<file path="src/hdl/sc2tb_pkg.sv">
// Shared types and constants for the scan-code set 2 to terminal byte converter.
// Depends on nothing; the front, queue, back end and top-level files import it.
package sc2tb_pkg;

    // Longest run of terminal bytes one scan byte can cause (ESC ESC [ 5 ~).
    localparam int RUN_MAX = 5;
    localparam int RUN_CW  = $clog2(RUN_MAX + 1);
    localparam int RUN_IW  = $clog2(RUN_MAX);

    // Prefix bytes.
    localparam logic [7:0] SC_EXT_PREFIX = 8'hE0;
    localparam logic [7:0] SC_REL_PREFIX = 8'hF0;

    // Modifier key codes.
    localparam logic [7:0] SC_LSHIFT = 8'h12;
    localparam logic [7:0] SC_RSHIFT = 8'h59;
    localparam logic [7:0] SC_CTRL   = 8'h14;
    localparam logic [7:0] SC_ALT    = 8'h11;
    localparam logic [7:0] SC_CAPS   = 8'h58;

    // Extended navigation key codes.
    localparam logic [7:0] SC_UP    = 8'h75;
    localparam logic [7:0] SC_DOWN  = 8'h72;
    localparam logic [7:0] SC_RIGHT = 8'h74;
    localparam logic [7:0] SC_LEFT  = 8'h6B;
    localparam logic [7:0] SC_HOME  = 8'h6C;
    localparam logic [7:0] SC_END   = 8'h69;
    localparam logic [7:0] SC_PGUP  = 8'h7D;
    localparam logic [7:0] SC_PGDN  = 8'h7A;
    localparam logic [7:0] SC_INS   = 8'h70;
    localparam logic [7:0] SC_DEL   = 8'h71;

    localparam logic [7:0] ESC_BYTE = 8'h1B;

    // One classified key event: the terminal bytes it produces, in order.
    typedef struct packed {
        logic [RUN_MAX-1:0][7:0] bytes;
        logic [RUN_CW-1:0]       cnt;
    } t_run;

endpackage

</file>
<file path="src/hdl/sc2tb_ifs.sv">
// Valid/ready channel interfaces for the scan byte input and terminal byte output.
// Depends on nothing.
interface sc2tb_in_if;
    logic       valid;
    logic       ready;
    logic [7:0] scan_byte;

    modport source (output valid, output scan_byte, input ready);
    modport sink   (input valid, input scan_byte, output ready);
endinterface

interface sc2tb_out_if;
    logic       valid;
    logic       ready;
    logic [7:0] out_byte;
    logic       last;

    modport source (output valid, output out_byte, output last, input ready);
    modport sink   (input valid, input out_byte, input last, output ready);
endinterface

</file>
<file path="src/hdl/sc2tb_front.sv">
// Front end: accepts scan bytes, tracks prefix and modifier state, and turns each
// key event into a run of terminal bytes for the queue. Uses sc2tb_pkg.
module sc2tb_front
    import sc2tb_pkg::*;
(
    input  logic       i_clk,
    input  logic       i_rst_n,
    input  logic       i_valid,
    output logic       o_ready,
    input  logic [7:0] i_scan_byte,
    input  logic       i_full,
    output logic       o_push,
    output t_run       o_run
);

    function automatic logic [7:0] plain_char(input logic [7:0] k);
        unique case (k)
            8'h1C: plain_char = "a";   8'h32: plain_char = "b";   8'h21: plain_char = "c";
            8'h23: plain_char = "d";   8'h24: plain_char = "e";   8'h2B: plain_char = "f";
            8'h34: plain_char = "g";   8'h33: plain_char = "h";   8'h43: plain_char = "i";
            8'h3B: plain_char = "j";   8'h42: plain_char = "k";   8'h4B: plain_char = "l";
            8'h3A: plain_char = "m";   8'h31: plain_char = "n";   8'h44: plain_char = "o";
            8'h4D: plain_char = "p";   8'h15: plain_char = "q";   8'h2D: plain_char = "r";
            8'h1B: plain_char = "s";   8'h2C: plain_char = "t";   8'h3C: plain_char = "u";
            8'h2A: plain_char = "v";   8'h1D: plain_char = "w";   8'h22: plain_char = "x";
            8'h35: plain_char = "y";   8'h1A: plain_char = "z";
            8'h16: plain_char = "1";   8'h1E: plain_char = "2";   8'h26: plain_char = "3";
            8'h25: plain_char = "4";   8'h2E: plain_char = "5";   8'h36: plain_char = "6";
            8'h3D: plain_char = "7";   8'h3E: plain_char = "8";   8'h46: plain_char = "9";
            8'h45: plain_char = "0";
            8'h0E: plain_char = 8'h60; 8'h4E: plain_char = 8'h2D; 8'h55: plain_char = 8'h3D;
            8'h54: plain_char = 8'h5B; 8'h5B: plain_char = 8'h5D; 8'h5D: plain_char = 8'h5C;
            8'h4C: plain_char = 8'h3B; 8'h52: plain_char = 8'h27; 8'h41: plain_char = 8'h2C;
            8'h49: plain_char = 8'h2E; 8'h4A: plain_char = 8'h2F;
            8'h29: plain_char = 8'h20; 8'h5A: plain_char = 8'h0A; 8'h66: plain_char = 8'h08;
            8'h0D: plain_char = 8'h09;
            default: plain_char = 8'h00;
        endcase
    endfunction

    function automatic logic [7:0] shifted_char(input logic [7:0] c);
        unique case (c)
            8'h31: shifted_char = 8'h21; 8'h32: shifted_char = 8'h40; 8'h33: shifted_char = 8'h23;
            8'h34: shifted_char = 8'h24; 8'h35: shifted_char = 8'h25; 8'h36: shifted_char = 8'h5E;
            8'h37: shifted_char = 8'h26; 8'h38: shifted_char = 8'h2A; 8'h39: shifted_char = 8'h28;
            8'h30: shifted_char = 8'h29; 8'h2D: shifted_char = 8'h5F; 8'h3D: shifted_char = 8'h2B;
            8'h5B: shifted_char = 8'h7B; 8'h5D: shifted_char = 8'h7D; 8'h5C: shifted_char = 8'h7C;
            8'h3B: shifted_char = 8'h3A; 8'h27: shifted_char = 8'h22; 8'h2C: shifted_char = 8'h3C;
            8'h2E: shifted_char = 8'h3E; 8'h2F: shifted_char = 8'h3F; 8'h60: shifted_char = 8'h7E;
            default: shifted_char = c;
        endcase
    endfunction

    logic r_ext, r_rel, r_lshift, r_rshift, r_caps, r_lctrl, r_rctrl, r_lalt, r_ralt;
    logic n_ext, n_rel, n_lshift, n_rshift, n_caps, n_lctrl, n_rctrl, n_lalt, n_ralt;

    logic       accept;
    logic       mod_hit;
    logic       shift_on, ctrl_on, alt_on;
    logic [7:0] ch;
    logic       is_letter;
    logic [7:0] cased;
    logic [1:0] nav_len;
    logic [7:0] nav_t0;
    t_run       run;

    assign o_ready   = !i_full;
    assign accept    = i_valid && o_ready;
    assign shift_on  = r_lshift || r_rshift;
    assign ctrl_on   = r_lctrl || r_rctrl;
    assign alt_on    = r_lalt || r_ralt;
    assign ch        = plain_char(i_scan_byte);
    assign is_letter = (ch >= 8'h61) && (ch <= 8'h7A);

    always_comb begin
        if (is_letter) begin
            cased = (shift_on != r_caps) ? (ch - 8'h20) : ch;
        end else if (shift_on) begin
            cased = shifted_char(ch);
        end else begin
            cased = ch;
        end
    end

    // Tail after ESC [ for navigation keys; the two-byte tails all end in a tilde.
    always_comb begin
        nav_len = 2'd0;
        nav_t0  = 8'h00;
        unique case (i_scan_byte)
            SC_UP:    begin nav_len = 2'd1; nav_t0 = "A"; end
            SC_DOWN:  begin nav_len = 2'd1; nav_t0 = "B"; end
            SC_RIGHT: begin nav_len = 2'd1; nav_t0 = "C"; end
            SC_LEFT:  begin nav_len = 2'd1; nav_t0 = "D"; end
            SC_HOME:  begin nav_len = 2'd1; nav_t0 = "H"; end
            SC_END:   begin nav_len = 2'd1; nav_t0 = "F"; end
            SC_PGUP:  begin nav_len = 2'd2; nav_t0 = "5"; end
            SC_PGDN:  begin nav_len = 2'd2; nav_t0 = "6"; end
            SC_INS:   begin nav_len = 2'd2; nav_t0 = "2"; end
            SC_DEL:   begin nav_len = 2'd2; nav_t0 = "3"; end
            default:  ;
        endcase
    end

    always_comb begin
        n_ext    = r_ext;
        n_rel    = r_rel;
        n_lshift = r_lshift;
        n_rshift = r_rshift;
        n_caps   = r_caps;
        n_lctrl  = r_lctrl;
        n_rctrl  = r_rctrl;
        n_lalt   = r_lalt;
        n_ralt   = r_ralt;
        mod_hit  = 1'b0;
        run      = '0;
        if (i_scan_byte == SC_EXT_PREFIX) begin
            n_ext = 1'b1;
        end else if (i_scan_byte == SC_REL_PREFIX) begin
            n_rel = 1'b1;
        end else begin
            n_ext = 1'b0;
            n_rel = 1'b0;
            if (!r_ext) begin
                unique case (i_scan_byte)
                    SC_LSHIFT: begin n_lshift = !r_rel; mod_hit = 1'b1; end
                    SC_RSHIFT: begin n_rshift = !r_rel; mod_hit = 1'b1; end
                    SC_CTRL:   begin n_lctrl  = !r_rel; mod_hit = 1'b1; end
                    SC_ALT:    begin n_lalt   = !r_rel; mod_hit = 1'b1; end
                    SC_CAPS: begin
                        if (!r_rel) begin
                            n_caps  = !r_caps;
                            mod_hit = 1'b1;
                        end
                    end
                    default: ;
                endcase
            end else begin
                unique case (i_scan_byte)
                    SC_CTRL: begin n_rctrl = !r_rel; mod_hit = 1'b1; end
                    SC_ALT:  begin n_ralt  = !r_rel; mod_hit = 1'b1; end
                    default: ;
                endcase
            end
            if (!mod_hit && !r_rel) begin
                if (r_ext) begin
                    if (alt_on) begin
                        run.bytes[run.cnt[RUN_IW-1:0]] = ESC_BYTE;
                        run.cnt = run.cnt + RUN_CW'(1);
                    end
                    if (nav_len != 2'd0) begin
                        run.bytes[run.cnt[RUN_IW-1:0]] = ESC_BYTE;
                        run.cnt = run.cnt + RUN_CW'(1);
                        run.bytes[run.cnt[RUN_IW-1:0]] = 8'h5B;
                        run.cnt = run.cnt + RUN_CW'(1);
                        run.bytes[run.cnt[RUN_IW-1:0]] = nav_t0;
                        run.cnt = run.cnt + RUN_CW'(1);
                        if (nav_len == 2'd2) begin
                            run.bytes[run.cnt[RUN_IW-1:0]] = 8'h7E;
                            run.cnt = run.cnt + RUN_CW'(1);
                        end
                    end
                end else if (ch != 8'h00) begin
                    if (ctrl_on && is_letter) begin
                        // Ctrl with a letter: control code 1 to 26, never ESC first.
                        run.bytes[0] = {3'b000, cased[4:0]};
                        run.cnt      = RUN_CW'(1);
                    end else begin
                        if (alt_on) begin
                            run.bytes[run.cnt[RUN_IW-1:0]] = ESC_BYTE;
                            run.cnt = run.cnt + RUN_CW'(1);
                        end
                        run.bytes[run.cnt[RUN_IW-1:0]] = cased;
                        run.cnt = run.cnt + RUN_CW'(1);
                    end
                end
            end
        end
    end

    assign o_push = accept && (run.cnt != '0);
    assign o_run  = run;

    always_ff @(posedge i_clk) begin
        if (!i_rst_n) begin
            r_ext    <= 1'b0;
            r_rel    <= 1'b0;
            r_lshift <= 1'b0;
            r_rshift <= 1'b0;
            r_caps   <= 1'b0;
            r_lctrl  <= 1'b0;
            r_rctrl  <= 1'b0;
            r_lalt   <= 1'b0;
            r_ralt   <= 1'b0;
        end else if (accept) begin
            r_ext    <= n_ext;
            r_rel    <= n_rel;
            r_lshift <= n_lshift;
            r_rshift <= n_rshift;
            r_caps   <= n_caps;
            r_lctrl  <= n_lctrl;
            r_rctrl  <= n_rctrl;
            r_lalt   <= n_lalt;
            r_ralt   <= n_ralt;
        end
    end

    a_run_len: assert property (@(posedge i_clk) disable iff (!i_rst_n)
        o_push |-> (o_run.cnt <= RUN_CW'(RUN_MAX)))
        else $error("front pushed a run longer than the maximum");

    a_prefix_run: assert property (@(posedge i_clk) disable iff (!i_rst_n)
        (accept && ((i_scan_byte == SC_EXT_PREFIX) || (i_scan_byte == SC_REL_PREFIX)))
        |-> !o_push)
        else $error("prefix byte produced terminal bytes");

endmodule

</file>
<file path="src/hdl/sc2tb_fifo.sv">
// Short queue of classified runs between the front and back ends.
// Uses sc2tb_pkg for the run type.
module sc2tb_fifo
    import sc2tb_pkg::*;
#(
    parameter int DEPTH = 4
) (
    input  logic i_clk,
    input  logic i_rst_n,
    input  logic i_push,
    input  t_run i_data,
    input  logic i_pop,
    output logic o_full,
    output logic o_empty,
    output t_run o_head
);

    localparam int AW = $clog2(DEPTH);
    localparam int CW = $clog2(DEPTH + 1);

    t_run          r_mem [DEPTH];
    logic [AW-1:0] r_wr, r_rd;
    logic [CW-1:0] r_count;
    logic [AW-1:0] n_wr, n_rd;

    assign o_full  = (r_count == CW'(DEPTH));
    assign o_empty = (r_count == '0);
    assign o_head  = r_mem[r_rd];
    assign n_wr    = (r_wr == AW'(DEPTH - 1)) ? '0 : r_wr + AW'(1);
    assign n_rd    = (r_rd == AW'(DEPTH - 1)) ? '0 : r_rd + AW'(1);

    always_ff @(posedge i_clk) begin
        if (i_push) begin
            r_mem[r_wr] <= i_data;
        end
    end

    always_ff @(posedge i_clk) begin
        if (!i_rst_n) begin
            r_wr    <= '0;
            r_rd    <= '0;
            r_count <= '0;
        end else begin
            if (i_push) begin
                r_wr <= n_wr;
            end
            if (i_pop) begin
                r_rd <= n_rd;
            end
            if (i_push && !i_pop) begin
                r_count <= r_count + CW'(1);
            end else if (i_pop && !i_push) begin
                r_count <= r_count - CW'(1);
            end
        end
    end

    a_no_overflow: assert property (@(posedge i_clk) disable iff (!i_rst_n)
        i_push |-> !o_full)
        else $error("run pushed into a full queue");

    a_no_underflow: assert property (@(posedge i_clk) disable iff (!i_rst_n)
        i_pop |-> !o_empty)
        else $error("run popped from an empty queue");

endmodule

</file>
<file path="src/hdl/sc2tb_back.sv">
// Back end: walks the run at the head of the queue and sends one terminal byte
// per cycle while ready is high, through the output register. Uses sc2tb_pkg.
module sc2tb_back
    import sc2tb_pkg::*;
(
    input  logic       i_clk,
    input  logic       i_rst_n,
    input  logic       i_empty,
    input  t_run       i_head,
    output logic       o_pop,
    output logic       o_valid,
    input  logic       i_ready,
    output logic [7:0] o_byte,
    output logic       o_last
);

    logic [RUN_IW-1:0] r_idx;
    logic              r_valid;
    logic [7:0]        r_byte;
    logic              r_last;
    logic              load;
    logic              at_end;

    assign load    = !r_valid || i_ready;
    assign at_end  = (RUN_CW'(r_idx) + RUN_CW'(1)) == i_head.cnt;
    assign o_pop   = load && !i_empty && at_end;
    assign o_valid = r_valid;
    assign o_byte  = r_byte;
    assign o_last  = r_last;

    always_ff @(posedge i_clk) begin
        if (load && !i_empty) begin
            r_byte <= i_head.bytes[r_idx];
            r_last <= at_end;
        end
    end

    always_ff @(posedge i_clk) begin
        if (!i_rst_n) begin
            r_valid <= 1'b0;
            r_idx   <= '0;
        end else if (load) begin
            r_valid <= !i_empty;
            if (!i_empty) begin
                r_idx <= at_end ? '0 : r_idx + RUN_IW'(1);
            end
        end
    end

    a_idx_in_run: assert property (@(posedge i_clk) disable iff (!i_rst_n)
        !i_empty |-> (RUN_CW'(r_idx) < i_head.cnt))
        else $error("byte index ran past the end of the run");

    a_idx_rewinds: assert property (@(posedge i_clk) disable iff (!i_rst_n)
        o_pop |=> (r_idx == '0))
        else $error("byte index not rewound after a run finished");

endmodule

</file>
<file path="src/hdl/scancode_set2_to_terminal_bytes_unit.sv">
// Top level of the scan-code set 2 to terminal byte converter.
// Depends on sc2tb_pkg, sc2tb_ifs, sc2tb_front, sc2tb_fifo and sc2tb_back.
//
// Usage. Raw keyboard bytes in scan-code set 2 arrive on i_scan, one byte per
// item, under a valid/ready handshake. Terminal bytes leave on o_term, one per
// item, with last set on the final byte of the run caused by one scan byte.
// Prefix bytes, modifier keys, releases and unmapped keys produce no output,
// except a lone ESC for an unmapped extended key with alt held.
// Data flow. A scan byte is classified in the cycle it is accepted and its run
// is written into a short queue; from there the back end loads it, byte by
// byte, into a registered output stage that drives o_term. The output stage
// sends one byte per cycle while the receiver holds ready high, and a run has
// at most five bytes. The input side accepts one scan byte every cycle while
// the queue has room; scan bytes that produce nothing never enter the queue.
//
//
// Reset (synchronous, active low) clears all prefix and modifier flags, empties
// the queue and drops any byte waiting in the output register. When the
// receiver holds ready low, the output byte holds, the queue fills, and i_scan
// ready falls once QUEUE_DEPTH runs are waiting.
module scancode_set2_to_terminal_bytes_unit
    import sc2tb_pkg::*;
#(
    parameter int QUEUE_DEPTH = 4
) (
    input  logic         i_clk,
    input  logic         i_rst_n,
    sc2tb_in_if.sink     i_scan,
    sc2tb_out_if.source  o_term
);

    // Front to queue.
    logic front_ready;
    logic q_push;
    t_run q_in;

    // Queue to back.
    logic q_full;
    logic q_empty;
    logic q_pop;
    t_run q_head;

    // The front end owns all keyboard state: prefixes, shift, ctrl, alt and
    // caps lock are updated here as each scan byte is accepted.
    sc2tb_front u_front (
        .i_clk       (i_clk),
        .i_rst_n     (i_rst_n),
        .i_valid     (i_scan.valid),
        .o_ready     (front_ready),
        .i_scan_byte (i_scan.scan_byte),
        .i_full      (q_full),
        .o_push      (q_push),
        .o_run       (q_in)
    );

    assign i_scan.ready = front_ready;

    // The queue lets the front keep taking scan bytes while the back end is
    // still sending a long escape sequence or the receiver is stalled.
    sc2tb_fifo #(
        .DEPTH (QUEUE_DEPTH)
    ) u_fifo (
        .i_clk   (i_clk),
        .i_rst_n (i_rst_n),
        .i_push  (q_push),
        .i_data  (q_in),
        .i_pop   (q_pop),
        .o_full  (q_full),
        .o_empty (q_empty),
        .o_head  (q_head)
    );

    // The back end serialises each run into terminal bytes.
    sc2tb_back u_back (
        .i_clk   (i_clk),
        .i_rst_n (i_rst_n),
        .i_empty (q_empty),
        .i_head  (q_head),
        .o_pop   (q_pop),
        .o_valid (o_term.valid),
        .i_ready (o_term.ready),
        .o_byte  (o_term.out_byte),
        .o_last  (o_term.last)
    );

endmodule
</file>
<file path="src/flat_wrapper.sv">
// flat-port wrapper written by rule: the top's interface ports become plain ports
module scancode_set2_to_terminal_bytes_unit_flat import sc2tb_pkg::*;
#(
    parameter int QUEUE_DEPTH = 4
)
  (i_clk, i_rst_n, i_scan_valid, i_scan_scan_byte, i_scan_ready, o_term_valid, o_term_out_byte, o_term_last, o_term_ready);
  sc2tb_in_if i_scan_i ();
  sc2tb_out_if o_term_i ();
  input  logic i_clk;
  input  logic i_rst_n;
  input wire logic [$bits(i_scan_i.valid)-1:0] i_scan_valid;
  input wire logic [$bits(i_scan_i.scan_byte)-1:0] i_scan_scan_byte;
  output wire logic [$bits(i_scan_i.ready)-1:0] i_scan_ready;
  output wire logic [$bits(o_term_i.valid)-1:0] o_term_valid;
  output wire logic [$bits(o_term_i.out_byte)-1:0] o_term_out_byte;
  output wire logic [$bits(o_term_i.last)-1:0] o_term_last;
  input wire logic [$bits(o_term_i.ready)-1:0] o_term_ready;
  assign i_scan_i.valid = i_scan_valid;
  assign i_scan_i.scan_byte = i_scan_scan_byte;
  assign i_scan_ready = i_scan_i.ready;
  assign o_term_valid = o_term_i.valid;
  assign o_term_out_byte = o_term_i.out_byte;
  assign o_term_last = o_term_i.last;
  assign o_term_i.ready = o_term_ready;
  scancode_set2_to_terminal_bytes_unit #(.QUEUE_DEPTH(QUEUE_DEPTH)) u_core (.i_clk(i_clk), .i_rst_n(i_rst_n), .i_scan(i_scan_i), .o_term(o_term_i));
endmodule
</file>
<file path="config.mk">
export PLATFORM = sky130hd
export DESIGN_NAME = scancode_set2_to_terminal_bytes_unit_flat
export DESIGN_NICKNAME = d
export VERILOG_FILES = /design/src/hdl/sc2tb_pkg.sv /design/src/hdl/sc2tb_ifs.sv /design/src/hdl/sc2tb_front.sv /design/src/hdl/sc2tb_fifo.sv /design/src/hdl/sc2tb_back.sv /design/src/hdl/scancode_set2_to_terminal_bytes_unit.sv /design/src/flat_wrapper.sv
export SDC_FILE = /design/constraint.sdc
export NUM_CORES = 1
export LEC_CHECK = 0
export CAP_MARGIN = 20
export CORE_ASPECT_RATIO = 0.75
export CORE_MARGIN = 2
export CORE_UTILIZATION = 50
export CTS_BUF_LIST = sky130_fd_sc_hd__clkbuf_2 sky130_fd_sc_hd__clkbuf_4 sky130_fd_sc_hd__clkbuf_8
export CTS_CLUSTER_DIAMETER = 60
export DETAILED_ROUTE_END_ITERATION = 12
export DONT_BUFFER_PORTS = 1
export PLACE_DENSITY = 0.68
export SLEW_MARGIN = 20
export SYNTH_ARGS = -nofsm -noshare
export SYNTH_HDL_FRONTEND = slang
export SYNTH_SLANG_ARGS = --single-unit
</file>
<file path="constraint.sdc">
create_clock -name i_clk -period 4.6 [get_ports i_clk]
set_input_delay 0.92 -clock i_clk [delete_from_list [all_inputs] [get_ports i_clk]]
set_output_delay 0.92 -clock i_clk [all_outputs]
set_load 0.01 [all_outputs]
</file>
[Word level (Yosys, flattened, before mapping)]
Memory sizes are Yosys's and may differ from the RTL's. A register that Yosys moved wholly into a read port is not among the register bits.
Index checks and enable logic that the tools add are counted.
Word-level totals
  flip-flop bits (word level): 29
  bits in writable memories: 172
  bits in read-only memories: 896
  bits of input ports: 12
  output and inout port bits: 11
  memories: 2
Operators by class
  add/subtract/negate cells: 11
  order comparisons: 13
  equality and inequality tests: 45
  muxes and demuxes: 59
  bitwise gates (word level): 14
  reduce and logical (&&, ||, !) cells: 45
Memory list
  (name not given): depth 128, bits a word 7, read ports 1, clocked after Yosys merged registers in 0, wr ports 0, line sc2tb_front.sv:17  | unique case (k)
  u_core.u_fifo.r_mem: depth 4, bits a word 43, read ports 1, clocked after Yosys merged registers in 1, wr ports 1, line sc2tb_fifo.sv:21  | t_run r_mem [DEPTH];
Operator list (count)
  $mux W43: 7
  $pmux W8 S21: 1
  $eq A8 B6 Y1 const B: 17
  $eq A8 B7 Y1 const B: 16
  $mux W11: 11
  $demux W8 S3: 5
  $mux W8: 11
  $bwmux W40: 2
  $pmux W7 S10: 1
  $mux W32: 1
  $or A30 B30 Y30: 1
  $reduce_and A5 Y1: 6
  $or A25 B25 Y25: 1
  $bmux W8 S3: 1
  $eq A8 B5 Y1 const B: 3
  $lt A3 B4 Y1 const B: 6
  $add A3 B1 Y3 const B: 7
  $and A4 B20 Y20: 1
  $not A20 Y20: 1
  $or A4 B20 Y20: 1
  $eq A8 B8 Y1 const B: 2
  $and A15 B15 Y15: 1
  $ge A3 B1 Y1 const B: 5
  $not A15 Y15: 1
  30 further kinds: 78

[Logic depth before layout (Yosys ltp)]
Gate-level depths: netlist of run 1.
  depth in word-level cells: 32
  gate-level depth with buffers: 20
  gate-level depth less buffers: 17

[Cells and area by module]
A second synthesis of run 1 with hierarchy kept.
Unflattened totals
  cell total of the unflattened synthesis: 758
  area total of the unflattened synthesis: 10293.6 µm²
By module, submodules not included
  sc2tb_fifo: instances 1, cells each 269, area an instance 6717.7 µm²
  sc2tb_front: instances 1, cells each 406, area an instance 2735.1 µm²
  sc2tb_back: instances 1, cells each 83, area an instance 840.8 µm²

[Worst setup path before layout of run 1]
Ideal clock, no wire load.
  path type: input-to-reg
  from: in i_scan_scan_byte[0]
  to: reg u_core.u_fifo.r_count[2]
  data arrival time: 4.244 ns
  path slack: 0.286 ns
  stages on the path: 19
  buffers on the path: 2
  cell sequence: inv_1 ha_1 buf_2 nand2b_1 buf_4 nor2_1 o31ai_1 o41ai_2 or2_1 nor3_1 nand4_1 nand4_1 a31oi_2 ha_1 inv_1 fa_1 xor2_1 or3_1 a21oi_1
On the way
  cells in the longest elaborated chain, start to end: 16
  elaborated cells on any way between the ends: 53
  those cells by class: order compare (2); eq/ne (18); mux (16); reduce/logical (16); memory (1)
RTL lines
  start: declaration: line flat_wrapper.sv:12  | input wire logic [$bits(i_scan_i.scan_byte)-1:0] i_scan_scan_byte;
  $mem_v2 Z128 W7 (tied with other cells)
  $mux W8 (tied with other cells): line sc2tb_front.sv:17
  $ge A8 B7 Y1 (tied with other cells): line sc2tb_front.sv:73  | assign is_letter = (ch >= 8'h61) && (ch <= 8'h7A);
  $logic_and A1 B1 Y1 or $mux W1 (tied branches): line sc2tb_front.sv:73, sc2tb_front.sv:123
  $logic_and A1 B1 Y1 or $mux W1 (tied branches): line sc2tb_front.sv:163, sc2tb_front.sv:118
  $mux W11 or $mux W1 (tied branches): line sc2tb_front.sv:163, sc2tb_front.sv:116
  $mux W43 or $logic_not A1 Y1 (tied branches): line sc2tb_front.sv:162, sc2tb_front.sv:144
  $mux W43 or $logic_and A1 B1 Y1 (tied branches): line sc2tb_front.sv:145, sc2tb_front.sv:144
  $mux W43: line sc2tb_front.sv:144  | if (!mod_hit && !r_rel) begin
  $mux W43: line sc2tb_front.sv:118  | end else if (i_scan_byte == SC_REL_PREFIX) begin
  $mux W43 *: line sc2tb_front.sv:116  | if (i_scan_byte == SC_EXT_PREFIX) begin
  $reduce_bool A3 Y1 *: line sc2tb_front.sv:180  | assign o_push = accept && (run.cnt != '0);
  $logic_and A1 B1 Y1 *: line sc2tb_front.sv:180
  named net u_core.q_push: line scancode_set2_to_terminal_bytes_unit.sv:34  | logic q_push;
  $logic_not A1 Y1: line sc2tb_fifo.sv:52  | end else if (i_pop && !i_push) begin
  $logic_and A1 B1 Y1: line sc2tb_fifo.sv:52
  $reduce_bool A2 Y1 (no source line)
  end signal: assignment: line sc2tb_fifo.sv:51  | r_count <= r_count + CW'(1);
  end signal: assignment: line sc2tb_fifo.sv:53  | r_count <= r_count - CW'(1);
  end: declaration: line sc2tb_fifo.sv:23  | logic [CW-1:0] r_count;
The timed path passes the listed nets; every way through them passes the cells marked *. The select of a mux whose other input is x is not followed.
A chain may end at the register's enable or synchronous reset.

==> results of run 1 <==
==> sequential cells by signal (all words and copies together) (netlist names), named ones only <==
signal,cells
u_core.u_back.r_idx,3
u_core.u_front.r_lctrl,1
u_core.u_back.o_last,1
u_core.u_front.r_caps,1
u_core.u_fifo.r_count,3
u_core.u_front.r_ralt,1
u_core.u_fifo.r_wr,2
u_core.u_back.o_byte,8
u_core.u_front.r_lshift,1
u_core.u_back.o_valid,1
u_core.u_front.r_rshift,1
u_core.u_front.r_rctrl,1
u_core.u_front.r_rel,1
u_core.u_fifo.r_mem,132
u_core.u_front.r_lalt,1
u_core.u_fifo.r_rd,2
u_core.u_front.r_ext,1
==> worst max-delay path by stage <==
stage | to | depth (start not counted)
2_1_floorplan | u_core.u_fifo.r_count[2] | 19
3_3_place_gp | u_core.u_fifo.r_mem[0][7] | 13
3_5_place_dp | u_core.u_fifo.r_mem[0][12] | 14
4_1_cts | u_core.u_fifo.r_mem[0][12] | 14
5_1_grt | u_core.u_fifo.r_mem[3][11] | 15
6_report | u_core.u_fifo.r_mem[0][12] | 14
==> where the power goes <==
group | internal, mW | leakage, nW | switching (mW)
logic | 0.395 | 1.34 | 0.437
clock network | 0.624 | 0.232 | 0.527
registers | 1.81 | 1.41 | 0.112
total | 2.82 | 2.98 | 1.08
==> cells in the final DEF (no fill, tap or decap), drive strengths merged, types with 22 or more instances in the layout <==
master	netlist	routed
buf	28	32
dfxtp	22	22
inv	22	25
mux4	38	38
nor3	26	26
edfxtp	141	141
nand2	46	46
o21ai	38	38
nor2	45	45
a21oi	40	40
==> cell families after synthesis <==
kind of cell	count (synthesis)	share of synthesized area (%)
flops	163	55.5
mux	52	11.9
fa+ha+maj	17	2.61
simple gates	206	12.5
buf+inv	68	3.67
xor+xnor	12	1.25
compound gates	159	12.6
==> worst reg2reg max path, stage by stage (launching register included) <==
cell and delay (ns):
dfxtp_1 0.40, a211oi_1 0.39, and2_1 0.27, nand2_1 0.08, or2_2 0.36, a31oi_2 0.22, ha_1 0.23, inv_1 0.07
fa_1 0.37, xor2_1 0.18, or3_1 0.33, a21oi_1 0.16
==> per-stage QoR <==
stage          std cells  power [mW]
6_report             910        3.90
5_1_grt              910        4.09
4_1_cts              910        3.94
3_5_place_dp         878        2.79
3_3_place_gp         878        2.77
2_1_floorplan        677        2.56
==> area by class of cell <==
class                           count  area, sq um
Fill cell                        1332         7460
Sequential cell                   163         4680
Multi-Input combinational cell    446         3440
Timing Repair Buffer               32          290
Tap cell                          215          269
Clock buffer                       19          255
Clock inverter                     13          200
Inverter                           22         82.6
==> routing by layer <==
layer	up-vias	track usage, %
li1	2632	-
met1	2810	33.5
met2	259	36.2
met3	33	4.19
met4	0	7.85
met5	-	0
==> results.yml, run 1 <==
critical_path:
  r2r_slack_ns: 1.48
  cpPeakStageDelay_ns: 0.64
  path_buf_inv: 2
  ff2ff_path_depth: 11
  r2r_end: "u_core.u_fifo.r_count[2]"
  cp.required_ns: 4.81
  arrival_ns: 4.50
  critPathMaxFanout: 10
  crit_type: "in -> reg"
  end_kind: "flip-flop"
  cp_slowest_cell: "a311oi_2"
  critPathTopFamily: "compound AO/OA/AOI/OAI gates"
  crit_chain: "inv_1 > ha_1 > mux2i_1 > or2_1 > a31oi_1 > a311oi_2 > nor3_2 > o211ai_1 > a21boi_1 > o21ai_2 > o22ai_1 > buf_4 > o2bb2ai_1 > o21ai_1"
  crit_path_start_kind: "input port"
  cp-startpoint: "i_scan_scan_byte[1]"
  r2r_start: "u_core.u_front.r_rel"
clocking:
  htreeDepth: 4
  cts_setup_buffers: 0
  root_buffer: "clkbuf_8"
  insertion_delay_ns: 0.45
  clock-sinks: 163
  cts_resized: 0
  cts_buffer_depth: 2
  numCtsBuffers: 17
  hold_buffers: 0
  cts_tree: "done"
  path_clk_slew_ns: 0.09
synthesis:
  synth-main-ff-cell: "edfxtp_1"
  synth_top_area_cell: "edfxtp_1"
  syn_nets: 706
  ys_top_cells_by_count: "edfxtp_1 (141), nand2_1 (46), nor2_1 (44), a21oi_1 (40), mux4_2 (38)"
  seq_area_frac_synth_pct: 55.5
  synth-seq-cells: 163
  yosysTopAreaCellShare_pct: 50.3
  yosysWarnings: 0
  synth_area_leaders: "edfxtp_1 (50%), mux4_2 (10%), dfxtp_1 (5.2%)"
  yosysUniqueCellTypes: 76
  synth_edf_count: 141
  netlist_area_sq_um: 8420
  ys_async_sr_fraction_pct: 0
  synthCells: 677
  synth_most_common_cell: "edfxtp_1"
  syn_avg_cell_area_sq_um: 12.4
timing:
  max_freq_mhz: 233
  slew_viol_final: 0
  setup_viol: 0
  hold_viol: 0
  setup_slack_ns: 0.313
  fin_skew_ns: 0.00855
  post-route-min-period_ns: 4.29
  min_period_over_period_pct: 93.2
  tightest_slew_ns: 0.753
  finalSetupTns_ns: 0
  relSlewSlack_pct: 49.8
  rsz0062_at_grt: "false"
  fin_hold_ws_ns: 0.498
global_route:
  grt_pass1_wl_mm: 31.5
  grt_start_max_net_pins: 39
  antenna_found_initial: 0
  track_usage_pct: 23.2
  grt_pass1_vias: 5619
  grt-ovfl-total: 0
run:
  maxCapViolations: 0
place:
  routabilityCongestion: 0.902
  dp_slack_ns: -0.00531
  port_buffers: 0
  placed_area_sq_um: 8760
  hpwlAfterDp_mm: 13.4
die:
  dieArea_sq_um: 17900
  io_pins: 23
  start_util_pct: 50.5
  dieWidth_um: 154
  row_count: 41
  die_height_um: 116
  core_sq_um: 16700
route:
  vias: 5734
  highest_layer: "met4"
  drtIter0Drc: 673
  wl_met3_mm: 1.36
  wl_per_cell_um: 21.5
  vias_per_cell: 6.30
  drt-met1-wl_mm: 9.06
  first_pass_iters: 5
  wl_met2_mm: 8.77
  drc_errors: 0
  wirelength_mm: 19.6
  drtAntennaViolNets: 0
layout:
  drive_gt1_share_pct: 17.6
  fin_nets: 711
  n_antenna_cell: 0
  final_area_sq_um: 9210
  finish.utilization_pct: 55.3
  area_growth_pct: 9.37
power_and_ir_drop:
  p_leak_nw: 2.98
  ir_drop_mv: 0.218
  p_per_area_nw_per_um2: 423
worst_hold_path:
  hp-class: "reg -> reg"
  min-delay-start: "u_core.u_fifo.r_rd[0]"
  holdPathStages: 2
outcome:
  status: "finished clean"
Power figures use the tool's default switching activity.
==> run 2: changes to the inputs <==
Settings changed: CAP_MARGIN 20 to 0, CORE_UTILIZATION 50 to 35, PLACE_DENSITY 0.68 to unset.
==> run 2 against run 1 <==
Combinational power is 6.7% higher. Largest power group unchanged. Critical endpoint is now u_core.u_fifo.r_mem[0][15]. Clock skew is 0.0042 ns higher. Total power increased by 0.70%. Critical path type unchanged. Worst hold slack got worse by 0.021 ns. Clock-buffer cell count unchanged. Register-to-register slack barely moved. Wire length is 0.64% higher. Core utilization down 15 points. Critical path depth up 1. Global-route usage shrank 7.0 points. First-iteration DRC count grew 7.1%. Highest routed layer unchanged.
==> results.yml, run 2 (synthesized netlist as in run 1, its figures left out) <==
outcome:
  status: "finished clean"
layout:
  largest_reg_flops: 132
  multi_input_area_sq_um: 3440
  layout_common_cells: "edfxtp_1 (141), buf_4 (52), nand2_1 (46)"
  layout.cells.most_common: "edfxtp_1"
  area_growth_pct: 12.7
  seqCellArea_sq_um: 4680
  fin_nets: 735
  final.fill_count: 2222
  final_area_sq_um: 9490
  largest_register: "u_core.u_fifo.r_mem"
  drive_gt1_share_pct: 20.3
  n_antenna_cell: 0
  instances_no_fill: 1025
  finish.utilization_pct: 39.9
global_route:
  grt_start_max_net_pins: 39
  antenna_found_initial: 0
  grt-ovfl-total: 0
  grt_pass1_vias: 5532
  track_usage_pct: 16.3
  grt_pass1_wl_mm: 31.6
critical_path:
  crit_path_start_kind: "input port"
  crit_type: "in -> reg"
  cp.required_ns: 4.75
  arrival_ns: 4.44
  critPathMaxFanout: 10
  r2r_start: "u_core.u_front.r_rel"
  end_kind: "flip-flop"
  cp-startpoint: "i_scan_scan_byte[1]"
place:
  routabilityCongestion: 0.931
  hpwlAfterDp_mm: 13.9
  dp.cells: 993
  placed_area_sq_um: 9050
  port_buffers: 0
timing:
  max_freq_mhz: 233
  rsz0062_at_grt: "false"
  relSlewSlack_pct: 46.1
  setup_viol: 0
  post-route-min-period_ns: 4.29
  fin_skew_ns: 0.0127
  hold_viol: 0
  min_period_over_period_pct: 93.3
  tightest_slew_ns: 0.802
  finalSetupTns_ns: 0
  slew_viol_final: 0
clocking:
  path_clk_slew_ns: 0.08
  cts_buffer_depth: 2
  cts_tree: "done"
  root_buffer: "clkbuf_8"
  clock-sinks: 163
  insertion_delay_ns: 0.45
  cts_resized: 0
  htreeDepth: 4
  hold_buffers: 0
  numCtsBuffers: 17
  cts_setup_buffers: 0
route:
  drc_errors: 0
  wirelength_mm: 19.7
  drtAntennaViolNets: 0
  drtIter0Drc: 721
  vias_per_cell: 5.67
  vias: 5812
  wl_per_cell_um: 19.2
  first_pass_iters: 7
die:
  start_util_pct: 35.4
  dieWidth_um: 183
  die_height_um: 138
  io_pins: 23
  dieArea_sq_um: 25300
  row_count: 49
  core_sq_um: 23800
power_and_ir_drop:
  ir_drop_mv: 0.196
  p_per_area_nw_per_um2: 414
  p_leak_nw: 3.10
  power_mw: 3.93
worst_hold_path:
  min-delay-start: "u_core.u_front.r_lalt"
  hp-class: "reg -> reg"
run:
  maxCapViolations: 0
-- run 2: power by group --
part / switching, mW / internal [mW] / leakage [nW]
registers: 0.0932 / 1.81 / 1.41
logic: 0.469 / 0.419 / 1.46
clock network: 0.527 / 0.615 / 0.229
-- run 2: layer usage --
metal	wire (um)	GRT usage (%)	share of wire [%]	vias up
li1	-	-	-	2680
met1	9550	24.4	49	2859
met2	8520	23.3	43	263
met3	1480	4.58	7.5	10
met4	126	3.58	0.64	0
met5	0	0	0	-
-- run 2: final cells by class --
type / count / share of cell area, %
timing repair buffer: 56 / 4.96
inverter: 22 / 0.870
sequential: 163 / 49.2
tap: 306 / 4.03
multi-input combinational: 446 / 36.2
clock inverter: 13 / 2.04
clock buffer: 19 / 2.62
-- run 2: final timing paths --
check	slack, ns	cells past startpoint	to
max reg2reg	1.49	11	u_core.u_fifo.r_count[2]
min	0.48	2	u_core.u_front.r_lalt
min reg2reg	0.48	2	u_core.u_front.r_lalt
max	0.31	15	u_core.u_fifo.r_mem[0][15]
-- run 2: through the flow --
step                      hold WS [ns]  setup slack (ns)
after floorplan                  0.448             0.286
after global placement           0.456            -0.111
after detailed placement         0.466           0.00105
after CTS                        0.479             0.482
after global routing             0.519            0.0900
final                            0.477             0.310
-- run 2: critical path: stages --
cell and delay [ns]:
inv_1 0.15, ha_1 0.38, nand2_1 0.21, nor3_1 0.33, nor3_1 0.08, o32ai_1 0.37, buf_4 0.19, or2_1 0.11
buf_4 0.13, nor4_1 0.05, nor3_1 0.28, nand2_1 0.10, o22ai_1 0.61, mux2i_1 0.35, o21ai_1 0.18
==> run 3: changes to the inputs <==
Settings changed: SYNTH_HIERARCHICAL set to 1.
==> run 3 against run 2 <==
Total power grew 24%. Die area up 22%. Synthesized cell count grew 12%. Area after synthesis increased by 22%. Non-clock buffer count is 15 higher. Sequential power rose by 25%. Sequential share of layout area increased by 1.3 points. Clock-buffer cell count up 18. First-iteration DRC count shrank 6.7%. Critical path type unchanged. Critical endpoint is now u_core/u_fifo/r_count[2]. Largest cell class unchanged. Largest power group unchanged.
==> results.yml, run 3 <==
layout:
  largest_reg_flops: 172
  layout_common_cells: "edfxtp_1 (181), buf_4 (66), nor2_1 (47)"
  area_growth_pct: 12.9
  largest_register: "u_core/u_fifo/r_mem"
  n_antenna_cell: 0
  layout.cells.most_common: "edfxtp_1"
  fin_nets: 840
  drive_gt1_share_pct: 25.0
clocking:
  htreeDepth: 1
  insertion_delay_ns: 0.58
  hold_buffers: 0
  clock-sinks: 203
  cts_buffer_depth: 3
  cts_setup_buffers: 0
  path_clk_slew_ns: 0.06
  numCtsBuffers: 30
  cts_resized: 0
  root_buffer: "clkbuf_8"
  cts_tree: "done"
synthesis:
  synth_most_common_cell: "edfxtp_1"
  synth_area_leaders: "edfxtp_1 (53%), mux4_2 (8.8%), dfxtp_1 (4.3%)"
  netlist_area_sq_um: 10300
  seq_area_frac_synth_pct: 57.1
  synth_edf_count: 181
  syn_avg_cell_area_sq_um: 13.6
  yosysTopAreaCellShare_pct: 52.8
  synth-main-ff-cell: "edfxtp_1"
  synthCells: 758
  ys_top_cells_by_count: "edfxtp_1 (181), nor2_1 (50), a21oi_1 (41), nand2_1 (41), mux4_2 (40)"
  yosysWarnings: 6
  ys_async_sr_fraction_pct: 0
  synth-seq-cells: 203
  yosysUniqueCellTypes: 97
  synth_top_area_cell: "edfxtp_1"
critical_path:
  cpPeakStageDelay_ns: 0.41
  crit_path_start_kind: "input port"
  cp_slowest_cell: "a211oi_2"
  crit_chain: "inv_2 > buf_4 > ha_1 > mux2_2 > a21oi_1 > a211o_1 > o21a_1 > nor2_2 > o21a_1 > o41ai_2 > a21oi_1 > a211oi_2 > o311a_1 > ha_2 > inv_1 > fa_2 > xor2_1 > or3_1 > a21boi_1"
  crit_type: "in -> reg"
  critPathMaxFanout: 7
  cp.required_ns: 5.12
  end_kind: "flip-flop"
  arrival_ns: 4.78
timing:
  max_freq_mhz: 235
  min_period_over_period_pct: 92.7
  setup_viol: 0
  slew_viol_final: 0
  hold_viol: 0
  fin_skew_ns: 0.0518
  finalSetupTns_ns: 0
  setup_slack_ns: 0.338
  post-route-min-period_ns: 4.26
  tightest_slew_ns: 0.864
  rsz0062_at_grt: "false"
  relSlewSlack_pct: 41.9
route:
  wirelength_mm: 24.1
  wl_per_cell_um: 19.7
  first_pass_iters: 6
  drtIter0Drc: 673
  vias_per_cell: 5.45
  drc_errors: 0
  drtAntennaViolNets: 0
  vias: 6682
die:
  dieArea_sq_um: 30800
  die_height_um: 153
  start_util_pct: 35.5
  dieWidth_um: 202
  row_count: 54
  core_sq_um: 29000
  io_pins: 23
power_and_ir_drop:
  p_per_area_nw_per_um2: 420
  ir_drop_mv: 0.194
  power_mw: 4.88
  p_leak_nw: 3.75
place:
  hpwlAfterDp_mm: 16.3
  port_buffers: 0
  dp_slack_ns: -0.198
  routabilityCongestion: 0.922
run:
  maxCapViolations: 0
worst_hold_path:
  hp-class: "in -> reg"
global_route:
  antenna_found_initial: 0
  grt-ovfl-total: 0
  grt_pass1_vias: 6488
  track_usage_pct: 15.6
  grt_start_max_net_pins: 45
  grt_pass1_wl_mm: 37.8
outcome:
  status: "finished clean"
## run 3: cell types whose count changed after synthesis, moves of 6 or more
cell,change
mux2i_1,+11
or2_1,-6
nor2_1,+6
edfxtp_1,+40
o21ai_0,-11
o22ai_1,+8
o31ai_1,-6
buf_4,+14
nor2b_1,+11
## run 3: per-layer routing
layer | vias up | part of all wire [%] | GRT usage (%)
li1 | 3074 | - | -
met1 | 3308 | 49 | 24.2
met2 | 257 | 43 | 22.6
met3 | 43 | 6.9 | 3.06
met4 | 0 | 1.8 | 3.12
met5 | - | 0 | 0
## run 3: power breakdown
group / internal [mW] / switching, mW / leakage [nW] / total [mW]
Clock: 0.673 / 0.680 / 0.303 / 1.35
Combinational: 0.523 / 0.625 / 1.66 / 1.15
Sequential: 2.25 / 0.131 / 1.78 / 2.38
Total: 3.45 / 1.44 / 3.75 / 4.88
## run 3: final timing paths
kind | start | to | slack (ns) | depth (start not counted)
worst min register to register | u_core/u_fifo/r_count[2] | u_core/u_fifo/r_count[2] | 0.51 | 2
worst max-delay path | i_scan_scan_byte[0] | u_core/u_fifo/r_count[2] | 0.34 | 19
worst min-delay path | i_rst_n | u_core/u_fifo/r_count[0] | 0.46 | 1
worst max register to register | flip-flop | u_core/u_fifo/r_count[2] | 1.20 | 12
## run 3: worst max-delay path, delay by kind of cell
family	cells	cell delay, ns
XOR/XNOR	1	0.15
adder cells (fa/ha/maj)	3	0.91
AND/OR/NAND/NOR	2	0.36
multiplexers	1	0.30
AO/OA/AOI/OAI	9	1.95
buffers and inverters	3	0.21
## run 3: cell families after synthesis
kind of cell	count (synthesis)	synth area share, %
flops	203	57.1
simple gates	223	11.6
mux	68	12.0
buf+inv	74	4.32
xor+xnor	7	0.669
compound gates	164	12.0
other cells	1	0.0364
fa+ha+maj	18	2.26
## run 3: area by class of cell
class	instances	area, sq um
Inverter	20	75.1
Fill cell	2652	17400
Sequential cell	203	5880
Timing Repair Buffer	71	596
Multi-Input combinational cell	484	4030
Clock inverter	18	90.1
Clock buffer	37	465
Tap cell	392	490
## run 3: stage by stage
step                      std cells  hold slack, ns  cell area [sq um]  utilization, %
after floorplan                 761           0.465              10400               -
final                          1225           0.458              11600            40.1
after global placement         1170           0.490              11100            38.2
after CTS                      1225           0.426              11600            40.1
after global routing           1225           0.440              11600            40.1
after detailed placement       1170           0.493              11100            38.2
